==> src/rtl/core/hcb_pkg.sv <==
package hcb_pkg;

   localparam int MAX_SYMBOLS = 64;
   localparam int NODE_DEPTH  = 2 * MAX_SYMBOLS - 1;
   localparam int IDX_W       = $clog2(NODE_DEPTH + 1);
   localparam int CNT_W       = $clog2(MAX_SYMBOLS + 1);
   localparam int WEIGHT_W    = 22;
   localparam int CODE_W      = 63;
   localparam int LEN_W       = 6;
   localparam int TOTAL_W     = 28;

   localparam logic [IDX_W-1:0] LAST_POS = IDX_W'(NODE_DEPTH - 1);

   typedef struct packed {
      logic [WEIGHT_W-1:0] weight;
      logic                used;
      logic [7:0]          symbol;
      logic [IDX_W-1:0]    root;
      logic [CODE_W-1:0]   code;
      logic [LEN_W-1:0]    len;
   } rec_type;

   typedef struct packed {
      logic                valid;
      logic [IDX_W-1:0]    s1;
      logic [IDX_W-1:0]    s2;
      logic [IDX_W-1:0]    node;
      logic [WEIGHT_W-1:0] sum;
   } pend_type;

   typedef enum logic [2:0] {
      ST_LOAD,
      ST_ALIGN,
      ST_MERGE,
      ST_COMMIT,
      ST_EMIT
   } state_type;

endpackage

==> src/rtl/core/hcb_head.sv <==
module hcb_head (
   input  hcb_pkg::rec_type                  rec_in,
   input  hcb_pkg::pend_type                 pend,
   input  logic [hcb_pkg::IDX_W-1:0]         idx,
   input  logic [hcb_pkg::IDX_W-1:0]         limit,
   input  logic                              cand_en,
   input  logic                              load_en,
   input  logic [7:0]                        load_symbol,
   input  logic [15:0]                       load_weight,
   output hcb_pkg::rec_type                  rec_out,
   output logic                              cand
);

   always_comb begin
      rec_out = rec_in;
      if (load_en) begin
         rec_out.weight = hcb_pkg::WEIGHT_W'(load_weight);
         rec_out.used   = 1'b0;
         rec_out.symbol = load_symbol;
         rec_out.root   = idx;
         rec_out.code   = '0;
         rec_out.len    = '0;
      end else if (pend.valid) begin
         if (idx == pend.s1 || idx == pend.s2) begin
            rec_out.used = 1'b1;
         end
         if (idx == pend.node) begin
            rec_out.weight = pend.sum;
            rec_out.used   = 1'b0;
         end
         if (rec_in.root == pend.s1) begin
            rec_out.root = pend.node;
            rec_out.len  = rec_in.len + 1'b1;
         end else if (rec_in.root == pend.s2) begin
            rec_out.root = pend.node;
            rec_out.code = rec_in.code | (hcb_pkg::CODE_W'(1) << rec_in.len);
            rec_out.len  = rec_in.len + 1'b1;
         end
      end
      cand = cand_en && !rec_out.used && (idx < limit);
   end

endmodule

==> config.mk <==
export PLATFORM = sky130hd
export DESIGN_NAME = hcb_head
export DESIGN_NICKNAME = d
export VERILOG_FILES = /design/src/rtl/core/hcb_pkg.sv /design/src/rtl/core/hcb_head.sv
export SDC_FILE = /design/constraint.sdc
export NUM_CORES = 1
export LEC_CHECK = 0
export ABC_AREA = 1
export BUFFER_PORTS_ARGS = -buffer_cell sky130_fd_sc_hd__buf_4
export CAP_MARGIN = 5
export CELL_PAD_IN_SITES_DETAIL_PLACEMENT = 0
export CELL_PAD_IN_SITES_GLOBAL_PLACEMENT = 1
export CORE_ASPECT_RATIO = 0.9
export CORE_UTILIZATION = 22
export DETAILED_ROUTE_END_ITERATION = 16
export PLACE_DENSITY_LB_ADDON = 0.1
export SLEW_MARGIN = 20
export SYNTH_ARGS = -nofsm -noshare
export SYNTH_HDL_FRONTEND = slang
export SYNTH_SLANG_ARGS = --single-unit
==> constraint.sdc <==
create_clock -name vclk -period 1.5
set_input_delay 0.075 -clock vclk [all_inputs]
set_output_delay 0.075 -clock vclk [all_outputs]
set_load 0.03 [all_outputs]
==> impl_results.md <==
- Gr usage total: 0.210
- Die Wd: 127 um
- Largest net degree at the start of global routing: 49
- TritonRoute pass-1 iters: 4
- Core ar.: 13500 um^2
- Drt wl/cell: 15.2 um
- Total I/O pin count: 299
- CP max FO: 9
- Hold Path Depth: 4
- VDD IR max: 270 uV
- Crit path depth: 14
- Final-stage net count: 1164
- Setup crit end kind: output pin
- Tightest hold margin: 0.472 ns
- Mapped Area: 3090 um^2
- Leak: 3.65 nW
- Crit path required time: 1.42 ns
- Synth top area cells: nand2_1 (17%), a21oi_1 (17%), nand4_1 (13%)
- WP data arrival: 1.45 ns
- Final setup violation count: 25
- Share of cells above drive strength 1: 0.541
- Area share of the largest cell type after synthesis: 0.166
- Most common cell after layout, fill and taps aside: buf_4
- Post-DP HPWL: 13.6 mm
- Biggest area consumer among synthesized cells: nand2_1
- Maxcap violations: 0
- Seq_cells: 0
- Worst Setup EP: rec_out[44]
- Run status: complete, but fails checks
- Fin crit share: 1.02
- Register area: 0 um^2
- Final hold viol count: 0
- Least-Margin Pin Slew: 0.336 ns
- Worst Hold Class: in -> out
- N_diodes: 0
- Net count after synthesis: 829
- Global-route wire length before repair: 24.6 mm
- Die Ht: 114 um
- Highest-count cells in the layout ignoring fill and taps: buf_4 (283), nand2_1 (108), inv_1 (92)
- CP Class: in -> out
- Initial antenna violation count: 0
- Synth cell types: 33
- Detailed Route WL: 17.1 mm
- YS warnings: 0
- Clock buffers: 0
- Final ANT Viol Nets: 0
- Vias in the first global route: 4819
- Total global routing overflow: 0
- Crit. Startpoint: rec_in[75]
- CP Buf/Inv Count: 6
- Number of cell rows: 40
- Cell with the largest stage delay on the worst path: nor2_4
- Cell family with the largest share of critical-path delay: buffers and inverters
- Crit-path max cell delay: 0.19 ns
- Cts hold-fix bufs: 0
- Max-slew headroom: 0.774
- Via density: 4.65
- Post-Route Utilization: 0.520
- Number of DRC markers in iteration 0: 195
- Area delta synth->final: 127%
- Initial Utilization: 0.229
- # port buffers: 299
- Mapped Avg Cell Area: 4.93 um^2
- Crit path time final: 1.53 ns
- Unrepaired setup endpoints after global routing: yes
- Via count of the routed design: 5246
- Pwr/cell area: 303 nW/um^2
- Area of the die: 14500 um^2
- Final Slew Violations: 0
- Drt drc: 0
- Cells along the critical path: buf_8, inv_6, nand2_2, nand2_2, nor2_1, nand2_1, nor2_4, nor2_4, buf_12, buf_12, buf_12, nand4_1, a21oi_1, buf_4
- Final WS setup: -0.0297 ns
- Worst setup SP type: input pin
- Post-synthesis sequential area ratio: 0
- FMAX: 654 MHz
- CP dominant cell by count: buf_12
- Final GP Congestion: 0.858
- Cells after Synth: 626
- Failing checks: negative setup slack
==> timing repair <==
action | 4_1_cts | 5_1_grt
buffers inserted | 7 | 9
endpoints found under the setup margin | 90 | 97
resized for setup | 42 | 205
pin swaps | 29 | 77
cloned | 4 | 12
==> how the worst min path moves through the flow <==
| stage | from | endpoint | slack (ns) |
|---|---|---|---|
| after detailed placement | rec_in[78] | rec_out[78] | 0.47 |
| final | rec_in[78] | rec_out[78] | 0.47 |
| after global placement | rec_in[80] | rec_out[80] | 0.46 |
| after CTS | rec_in[78] | rec_out[78] | 0.47 |
| after global routing | rec_in[80] | rec_out[80] | 0.49 |
| after floorplan | rec_in[3] | rec_out[3] | 0.36 |
==> metal layers <==
layer,wire [um],vias to the layer above,GRT usage,part of all wire
met2,9100,188,0.408,0.53
li1,-,2696,-,-
met1,6760,2350,0.247,0.39
met5,0,-,0,0
met4,238,0,0.0222,0.014
met3,1050,12,0.0341,0.061
==> Yosys cell counts, drive strengths merged <==
cell	instances
nor2	80
nand3	26
clkbuf	16
xnor2	15
o22ai	1
xor2	4
nand4	64
o21ai	12
inv	109
o21a	1
buf	27
nor4	1
and2	2
nand3b	2
a21boi	1
clkinv	3
ha	12
a21oi	104
nand2	139
nor3	6
and3	1
==> per-stage QoR <==
stage | setup slack, ns | area (um^2) | total power [W] | TNS (ns) | instances
finish | -0.0297 | 7030 | 0.00213 | -0.384 | 1127
CTS | -0.0825 | 6080 | 0.00191 | -2.48 | 1110
global route | -0.123 | 7030 | 0.00227 | -5.09 | 1127
detailed placement | -0.200 | 5760 | 0.00182 | -9.85 | 1099
global placement | -0.146 | 5760 | 0.00181 | -6.47 | 1099
floorplan | 0.0561 | 3090 | 0.000898 | 0 | 626
==> cell type report <==
class                      instances  area, um^2
fill                            1401        6490
inverter                         112         450
multi-input combinational        475        3040
tap                              168         210
timing repair buffer             372        3330
==> cells by family after synthesis <==
family / count (synthesis) / synth area share
AND/OR/NAND/NOR: 321 / 0.484
buffers and inverters: 155 / 0.216
AO/OA/AOI/OAI: 119 / 0.197
XOR/XNOR: 19 / 0.0539
adder cells (fa/ha/maj): 12 / 0.0486
==> power by group <==
part | switching [W] | total (W) | leakage [nW] | internal [W]
clock network | 0 | 0 | 0 | 0
logic | 0.00112 | 0.00213 | 3.65 | 0.00100
registers | 0 | 0 | 0 | 0
total | 0.00112 | 0.00213 | 3.65 | 0.00100
==> tightest hold or removal path, cell delays in order <==
cell     delay, ns
buf_4         0.07
nand2_1       0.04
nand2_1       0.06
buf_4         0.15
No activity file was read; power rests on OpenSTA's default activity.
